## config.mk

```make
export PLATFORM = sky130hd
export DESIGN_NAME = particle_sensor_frame_parser
export DESIGN_NICKNAME = d
export VERILOG_FILES = /design/src/design/psfp_pkg.sv /design/src/design/psfp_parse.sv /design/src/design/particle_sensor_frame_parser.sv
export SDC_FILE = /design/constraint.sdc
export NUM_CORES = 1
export LEC_CHECK = 0
export BUFFER_PORTS_ARGS = -buffer_cell sky130_fd_sc_hd__buf_2
export CAP_MARGIN = 30
export CORE_UTILIZATION = 54
export CTS_BUF_LIST = sky130_fd_sc_hd__clkbuf_8 sky130_fd_sc_hd__clkbuf_16
export CTS_CLUSTER_DIAMETER = 40
export DETAILED_ROUTE_END_ITERATION = 8
export PLACE_DENSITY = 0.76
export SLEW_MARGIN = 5
export SYNTH_ARGS = -nofsm -noshare
export SYNTH_HDL_FRONTEND = slang
export SYNTH_SLANG_ARGS = --single-unit
```

## constraint.sdc

```tcl
create_clock -name i_clk -period 3.02 [get_ports i_clk]
set_input_delay 0.302 -clock i_clk [delete_from_list [all_inputs] [get_ports i_clk]]
set_output_delay 0.302 -clock i_clk [all_outputs]
set_load 0.02 [all_outputs]
```

## src/design/psfp_pkg.sv

```systemverilog
package psfp_pkg;

    localparam int unsigned BYTE_W  = 8;
    localparam int unsigned POS_W   = 6;
    localparam int unsigned PM_W    = 16;
    localparam int unsigned TDATA_W = 56;
    localparam int unsigned TUSER_W = 2;

    // header bytes and frame layout
    localparam logic [BYTE_W-1:0] HDR_0 = 8'h16;
    localparam logic [BYTE_W-1:0] HDR_1 = 8'h35;
    localparam logic [BYTE_W-1:0] HDR_2 = 8'h0B;

    localparam logic [POS_W-1:0] POS_HDR_0   = 6'd0;
    localparam logic [POS_W-1:0] POS_HDR_1   = 6'd1;
    localparam logic [POS_W-1:0] POS_HDR_2   = 6'd2;
    localparam logic [POS_W-1:0] POS_PM1_HI  = 6'd5;
    localparam logic [POS_W-1:0] POS_PM1_LO  = 6'd6;
    localparam logic [POS_W-1:0] POS_PM25_HI = 6'd9;
    localparam logic [POS_W-1:0] POS_PM25_LO = 6'd10;
    localparam logic [POS_W-1:0] POS_PM10_HI = 6'd13;
    localparam logic [POS_W-1:0] POS_PM10_LO = 6'd14;
    localparam logic [POS_W-1:0] POS_LAST    = 6'd55;

    typedef struct packed {
        logic [PM_W-1:0]  pm10_value;
        logic [PM_W-1:0]  pm25_value;
        logic [PM_W-1:0]  pm1_value;
        logic             values_updated;
        logic             checksum_good;
        logic             frame_end;
        logic [POS_W-1:0] next_position;
    } t_result;

endpackage

```

## src/design/psfp_parse.sv

```systemverilog
module psfp_parse (
    input  logic                       i_clk,
    input  logic                       i_rst_n,
    input  logic                       i_step,
    input  logic [psfp_pkg::BYTE_W-1:0] i_byte,
    output psfp_pkg::t_result          o_result
);
    import psfp_pkg::*;

    logic [POS_W-1:0]  r_pos, n_pos;
    logic [BYTE_W-1:0] r_sum, n_sum;
    logic [PM_W-1:0]   r_cap_small, n_cap_small;
    logic [PM_W-1:0]   r_cap_mid, n_cap_mid;
    logic [PM_W-1:0]   r_cap_large, n_cap_large;
    logic [PM_W-1:0]   r_pm1, n_pm1;
    logic [PM_W-1:0]   r_pm25, n_pm25;
    logic [PM_W-1:0]   r_pm10, n_pm10;

    logic              drop;
    logic              at_end;
    logic              good;
    logic              ordered;
    logic [BYTE_W-1:0] expect_sum;

    assign drop = ((r_pos == POS_HDR_0) && (i_byte != HDR_0))
               || ((r_pos == POS_HDR_1) && (i_byte != HDR_1))
               || ((r_pos == POS_HDR_2) && (i_byte != HDR_2));
    assign at_end     = (r_pos >= POS_LAST);
    assign expect_sum = BYTE_W'(~r_sum + 1'b1);
    assign good       = !drop && at_end && (expect_sum == i_byte);
    assign ordered    = (r_cap_small <= r_cap_mid) && (r_cap_mid <= r_cap_large);

    always_comb begin
        n_pos       = r_pos;
        n_sum       = r_sum;
        n_cap_small = r_cap_small;
        n_cap_mid   = r_cap_mid;
        n_cap_large = r_cap_large;
        n_pm1       = r_pm1;
        n_pm25      = r_pm25;
        n_pm10      = r_pm10;
        if (drop) begin
            n_pos = '0;
        end else if (at_end) begin
            n_pos = '0;
            if (good && ordered) begin
                n_pm1  = r_cap_small;
                n_pm25 = r_cap_mid;
                n_pm10 = r_cap_large;
            end
        end else begin
            n_pos = r_pos + 1'b1;
            n_sum = (r_pos == POS_HDR_0) ? i_byte : BYTE_W'(r_sum + i_byte);
            case (r_pos)
                POS_PM1_HI:  n_cap_small = {i_byte, r_cap_small[BYTE_W-1:0]};
                POS_PM1_LO:  n_cap_small = {r_cap_small[PM_W-1:BYTE_W], i_byte};
                POS_PM25_HI: n_cap_mid   = {i_byte, r_cap_mid[BYTE_W-1:0]};
                POS_PM25_LO: n_cap_mid   = {r_cap_mid[PM_W-1:BYTE_W], i_byte};
                POS_PM10_HI: n_cap_large = {i_byte, r_cap_large[BYTE_W-1:0]};
                POS_PM10_LO: n_cap_large = {r_cap_large[PM_W-1:BYTE_W], i_byte};
                default: ;
            endcase
        end
    end

    always_comb begin
        o_result.next_position  = n_pos;
        o_result.frame_end      = !drop && at_end;
        o_result.checksum_good  = good;
        o_result.values_updated = good && ordered;
        o_result.pm1_value      = n_pm1;
        o_result.pm25_value     = n_pm25;
        o_result.pm10_value     = n_pm10;
    end

    always_ff @(posedge i_clk) begin
        if (!i_rst_n) begin
            r_pos       <= '0;
            r_sum       <= '0;
            r_cap_small <= '0;
            r_cap_mid   <= '0;
            r_cap_large <= '0;
            r_pm1       <= '0;
            r_pm25      <= '0;
            r_pm10      <= '0;
        end else if (i_step) begin
            r_pos       <= n_pos;
            r_sum       <= n_sum;
            r_cap_small <= n_cap_small;
            r_cap_mid   <= n_cap_mid;
            r_cap_large <= n_cap_large;
            r_pm1       <= n_pm1;
            r_pm25      <= n_pm25;
            r_pm10      <= n_pm10;
        end
    end

endmodule

```

## src/design/particle_sensor_frame_parser.sv

```systemverilog
// channel   dir  fields
// s_axis    in   tdata[7:0] rx_byte
// m_axis    out  tdata[5:0] next_position, [21:6] pm1, [37:22] pm25,
//                [53:38] pm10, [55:54] zero; tlast frame_end;
//                tuser[0] checksum_good, tuser[1] values_updated
//
// one word in, one word out, one word per cycle sustained while m_axis is ready
// each word passes the input register, then the parse step into the result register
// the frame state advances only when a word moves from the input register
// into the result register, so a stall on m_axis holds the frame state and result word in place
// synchronous active-low reset clears the frame state, held readings and
// both valid flags
module particle_sensor_frame_parser (
    input  logic                          i_clk,
    input  logic                          i_rst_n,
    input  logic                          s_axis_tvalid,
    output logic                          s_axis_tready,
    input  logic [psfp_pkg::BYTE_W-1:0]   s_axis_tdata,  // [7:0] rx_byte
    output logic                          m_axis_tvalid,
    input  logic                          m_axis_tready,
    // [5:0] next_position, [21:6] pm1_value, [37:22] pm25_value,
    // [53:38] pm10_value, [55:54] zero
    output logic [psfp_pkg::TDATA_W-1:0]  m_axis_tdata,
    output logic                          m_axis_tlast,  // frame_end
    // [0] checksum_good, [1] values_updated
    output logic [psfp_pkg::TUSER_W-1:0]  m_axis_tuser
);
    import psfp_pkg::*;

    // input register
    logic              r_in_valid;
    logic [BYTE_W-1:0] r_in_byte;

    // result register
    logic              r_out_valid;
    t_result           r_out;

    t_result           step_result;
    logic              out_free;
    logic              step;

    // result register can take a new word when empty or being drained
    assign out_free      = !r_out_valid || m_axis_tready;
    assign step          = r_in_valid && out_free;
    assign s_axis_tready = !r_in_valid || out_free;

    psfp_parse u_parse (
        .i_clk    (i_clk),
        .i_rst_n  (i_rst_n),
        .i_step   (step),
        .i_byte   (r_in_byte),
        .o_result (step_result)
    );

    always_ff @(posedge i_clk) begin
        if (!i_rst_n) begin
            r_in_valid  <= 1'b0;
            r_out_valid <= 1'b0;
        end else begin
            if (s_axis_tready) begin
                r_in_valid <= s_axis_tvalid;
            end
            if (out_free) begin
                r_out_valid <= r_in_valid;
            end
        end
    end

    // payload registers, no reset needed
    always_ff @(posedge i_clk) begin
        if (s_axis_tready && s_axis_tvalid) begin
            r_in_byte <= s_axis_tdata;
        end
        if (step) begin
            r_out <= step_result;
        end
    end

    assign m_axis_tvalid = r_out_valid;
    assign m_axis_tdata  = {2'b00, r_out.pm10_value, r_out.pm25_value,
                            r_out.pm1_value, r_out.next_position};
    assign m_axis_tlast  = r_out.frame_end;
    assign m_axis_tuser  = {r_out.values_updated, r_out.checksum_good};

endmodule

```

==> impl_metrics.env <==
export IMPL_outcome="finished clean"
export IMPL_post_dp_hpwl_mm=12.7
export IMPL_crit_path_max_fanout=8
export IMPL_drt_total_wl_mm=19.2
export IMPL_synth_edf_count=65
export IMPL_met3RoutedLength_um=941
export IMPL_pwr_density_cell_nw_per_um2=483
export IMPL_p_leak_nw=4.14
export IMPL_antenna_found_initial=0
export IMPL_required_ns=3.20
export IMPL_ys_seq_elements=177
export IMPL_h_tree_depth=4
export IMPL_skew_ns=0.00810
export IMPL_coreArea_um2=15300
export IMPL_setup_violations=0
export IMPL_diodes=0
export IMPL_ant_nets=0
export IMPL_synth_top_area_share_pct=26.2
export IMPL_std_cell_rows=45
export IMPL_slew_violations=0
export IMPL_synthArstFlopShare_pct=0
export IMPL_crit_arrival_ns=3.17
export IMPL_r2r_slack_ns=0.03
export IMPL_die_h_um=128
export IMPL_worstSetupPathType="flop to flop"
export IMPL_die_w_um=128
export IMPL_clk_path_buf_depth=2
export IMPL_synth_cells=810
export IMPL_gr_total_overflow=0
export IMPL_slew_headroom_pct=34.2
export IMPL_top_layer="met4"
export IMPL_wl_met1_mm=8.49
export IMPL_cts_buffers=17
export IMPL_grt_pass1_vias=6162
export IMPL_fmax_mhz=334
export IMPL_post_drt_wl_per_cell_um=16.7
export IMPL_cts_hold_buf=0
export IMPL_track_usage_pct=24.4
export IMPL_clkTransAtPathRegs_ns=0.06
export IMPL_grt_max_degree=101
export IMPL_hold_path_class="primary input to flop"
export IMPL_area_growth_pct=21.2
export IMPL_yosysWarnings=0
export IMPL_vias=6301
export IMPL_endpoint_kind="flop"
export IMPL_worstMarginPinSlew_ns=0.986
export IMPL_cp_start_kind="flop"
export IMPL_finish_utilization_pct=67.6
export IMPL_hold_path_depth=1
export IMPL_final_hold_violation_count=0
export IMPL_drtIter0Drc=362
export IMPL_numPortBuffers=70
export IMPL_max_cap_violations=0
export IMPL_dr_pass1_iters=5
export IMPL_via_per_inst=5.47
export IMPL_post_route_drc_count=0
export IMPL_r2r_cells=8
export IMPL_period_share_pct=99.1
export IMPL_irDropWorstVdd_mv=0.330
export IMPL_num_fill_cells=1145
export IMPL_yosysUniqueCellTypes=60
export IMPL_synth_area_per_cell_um2=10.5
export IMPL_die_area_um2=16300
export IMPL_syn_area_um2=8540
export IMPL_synthTopCellsByArea="dfxtp_1, edfxtp_1, mux2i_1"
export IMPL_fin_crit_ns=2.99
export IMPL_start_util_pct=55.8
export IMPL_yosysTopAreaCell="dfxtp_1"
export IMPL_nets=984
export IMPL_finalWeightedCongestion=0.827
export IMPL_synthFlopType="dfxtp_1"
export IMPL_drive_above_1_share_pct=24.9
export IMPL_yosysSeqAreaShare_pct=49.1
export IMPL_grt_pass1_wl_mm=30.4
export IMPL_wl_met2_mm=9.19
export IMPL_numClockSinks=177
export IMPL_tns_ns=0
export IMPL_cts_root_buffer="clkbuf_16"
export IMPL_io_pins=73
export IMPL_cts_tree="built"
export IMPL_clock_latency_ns=0.43
==> cells in the mapped netlist (5+ instances only) <==
cell      instances
a21oi_1          25
and3_1            6
buf_4             6
buf_6             6
clkbuf_1         29
dfxtp_1         112
edfxtp_1         65
ha_1             44
inv_1            42
mux2_1           31
mux2_2           17
mux2i_1          97
nand2_1         121
nand3_1          17
nand4_1           5
nor2_1           75
nor2b_1           8
nor3b_1           5
o21a_1            7
o21ai_0           6
xnor2_1           9
xor2_1            7
==> layer usage <==
layer / track usage (%) / vias to the layer above
li1: - / 3062
met1: 31.7 / 3007
met2: 39.4 / 183
met3: 4.42 / 49
met4: 11.7 / 0
met5: 0 / -
==> state kept, by name, indices dropped and copies added, names as in the netlist <==
name / cells
m_axis_tdata: 54
u_parse.r_cap_large: 16
u_parse.r_cap_mid: 16
u_parse.r_cap_small: 16
u_parse.r_pm10: 16
u_parse.r_pm1: 16
u_parse.r_pm25: 16
r_in_byte: 8
u_parse.r_sum: 8
u_parse.r_pos: 6
m_axis_tuser: 2
m_axis_tlast: 1
m_axis_tvalid: 1
r_in_valid: 1
==> cell families after synthesis <==
family / synth area share (%)
flops: 49.1
simple gates: 13.8
xor+xnor: 1.64
mux: 17.7
compound gates: 6.41
other cells: 0.0439
fa+ha+maj: 6.68
buf+inv: 4.64
==> timing repair <==
item,in CTS,in global routing
cloned,0,2
hold endpoints to repair,0,0
pin swaps,2,12
endpoints found under the setup margin,48,78
gates resized for setup,6,35
setup buffers,0,1
==> per-stage QoR <==
step / std cells / hold WS (ns) / worst slack [ns] / power [mW] / instance area, µm²
after CTS: 1148 / 0.0263 / 0.0122 / 5.03 / 10100
after global routing: 1151 / 0.0282 / -0.0537 / 5.14 / 10400
final: 1151 / 0.0420 / 0.0268 / 5.00 / 10400
after global placement: 1116 / 0.439 / -0.0365 / 2.81 / 9500
after floorplan: 811 / 0.401 / 0.0287 / 2.73 / 8550
after detailed placement: 1116 / 0.445 / -0.0736 / 2.82 / 9500
==> placed cells by master (no fill, tap or decap), types with 4 or more instances in the layout <==
master / Yosys / layout
nand2_1: 121 / 119
mux2i_1: 97 / 97
dfxtp_1: 112 / 97
nor2_1: 75 / 75
buf_2: 2 / 70
edfxtp_1: 65 / 65
buf_4: 6 / 62
inv_1: 42 / 41
ha_1: 44 / 37
mux2_1: 31 / 31
a21oi_1: 25 / 23
clkbuf_16: 0 / 21
mux2_2: 17 / 17
nand3_1: 17 / 15
dfxtp_2: 0 / 14
xnor2_1: 9 / 9
nor2b_1: 8 / 7
o21a_1: 7 / 7
xor2_1: 7 / 7
ha_4: 0 / 7
and3_1: 6 / 6
o21ai_0: 6 / 6
nand4_1: 5 / 5
nor3b_1: 5 / 5
clkbuf_8: 0 / 5
buf_12: 0 / 5
a21o_1: 4 / 4
o211ai_1: 4 / 4
nor3_1: 4 / 4
a311oi_1: 4 / 4
==> worst paths after layout <==
path                 endpoint                  from
min reg2reg  u_parse.r_pm1[4]      u_parse.r_pm1[4]
max          m_axis_tdata[33]  u_parse.r_cap_mid[8]
max reg2reg  m_axis_tdata[33]  u_parse.r_cap_mid[8]
min              r_in_byte[3]       s_axis_tdata[3]
==> where the power goes <==
group          switching, mW  internal [mW]  total (mW)
Sequential            0.0220           2.51        2.54
Combinational          0.165         0.0642       0.229
Clock                  0.893           1.34        2.23
==> critical path: stages (launching register included) <==
cell       delay, ns
dfxtp_1         0.37
ha_1            0.33
nand2_2         0.06
or4_4           0.54
or3_4           0.36
a2111oi_4       0.37
buf_6           0.22
buf_12          0.14
mux2_2          0.34
==> cell type report <==
cell class,count,area [µm²],share of cell area (%)
multi-input cells,547,4100,39.6
clock buffers,24,544,5.26
flip-flops and latches,177,4220,40.7
clock inverters,8,73.8,0.713
repair buffers,141,988,9.55
well taps,211,264,2.55
inverters,43,165,1.59
(Power assumes the default switching activity.)
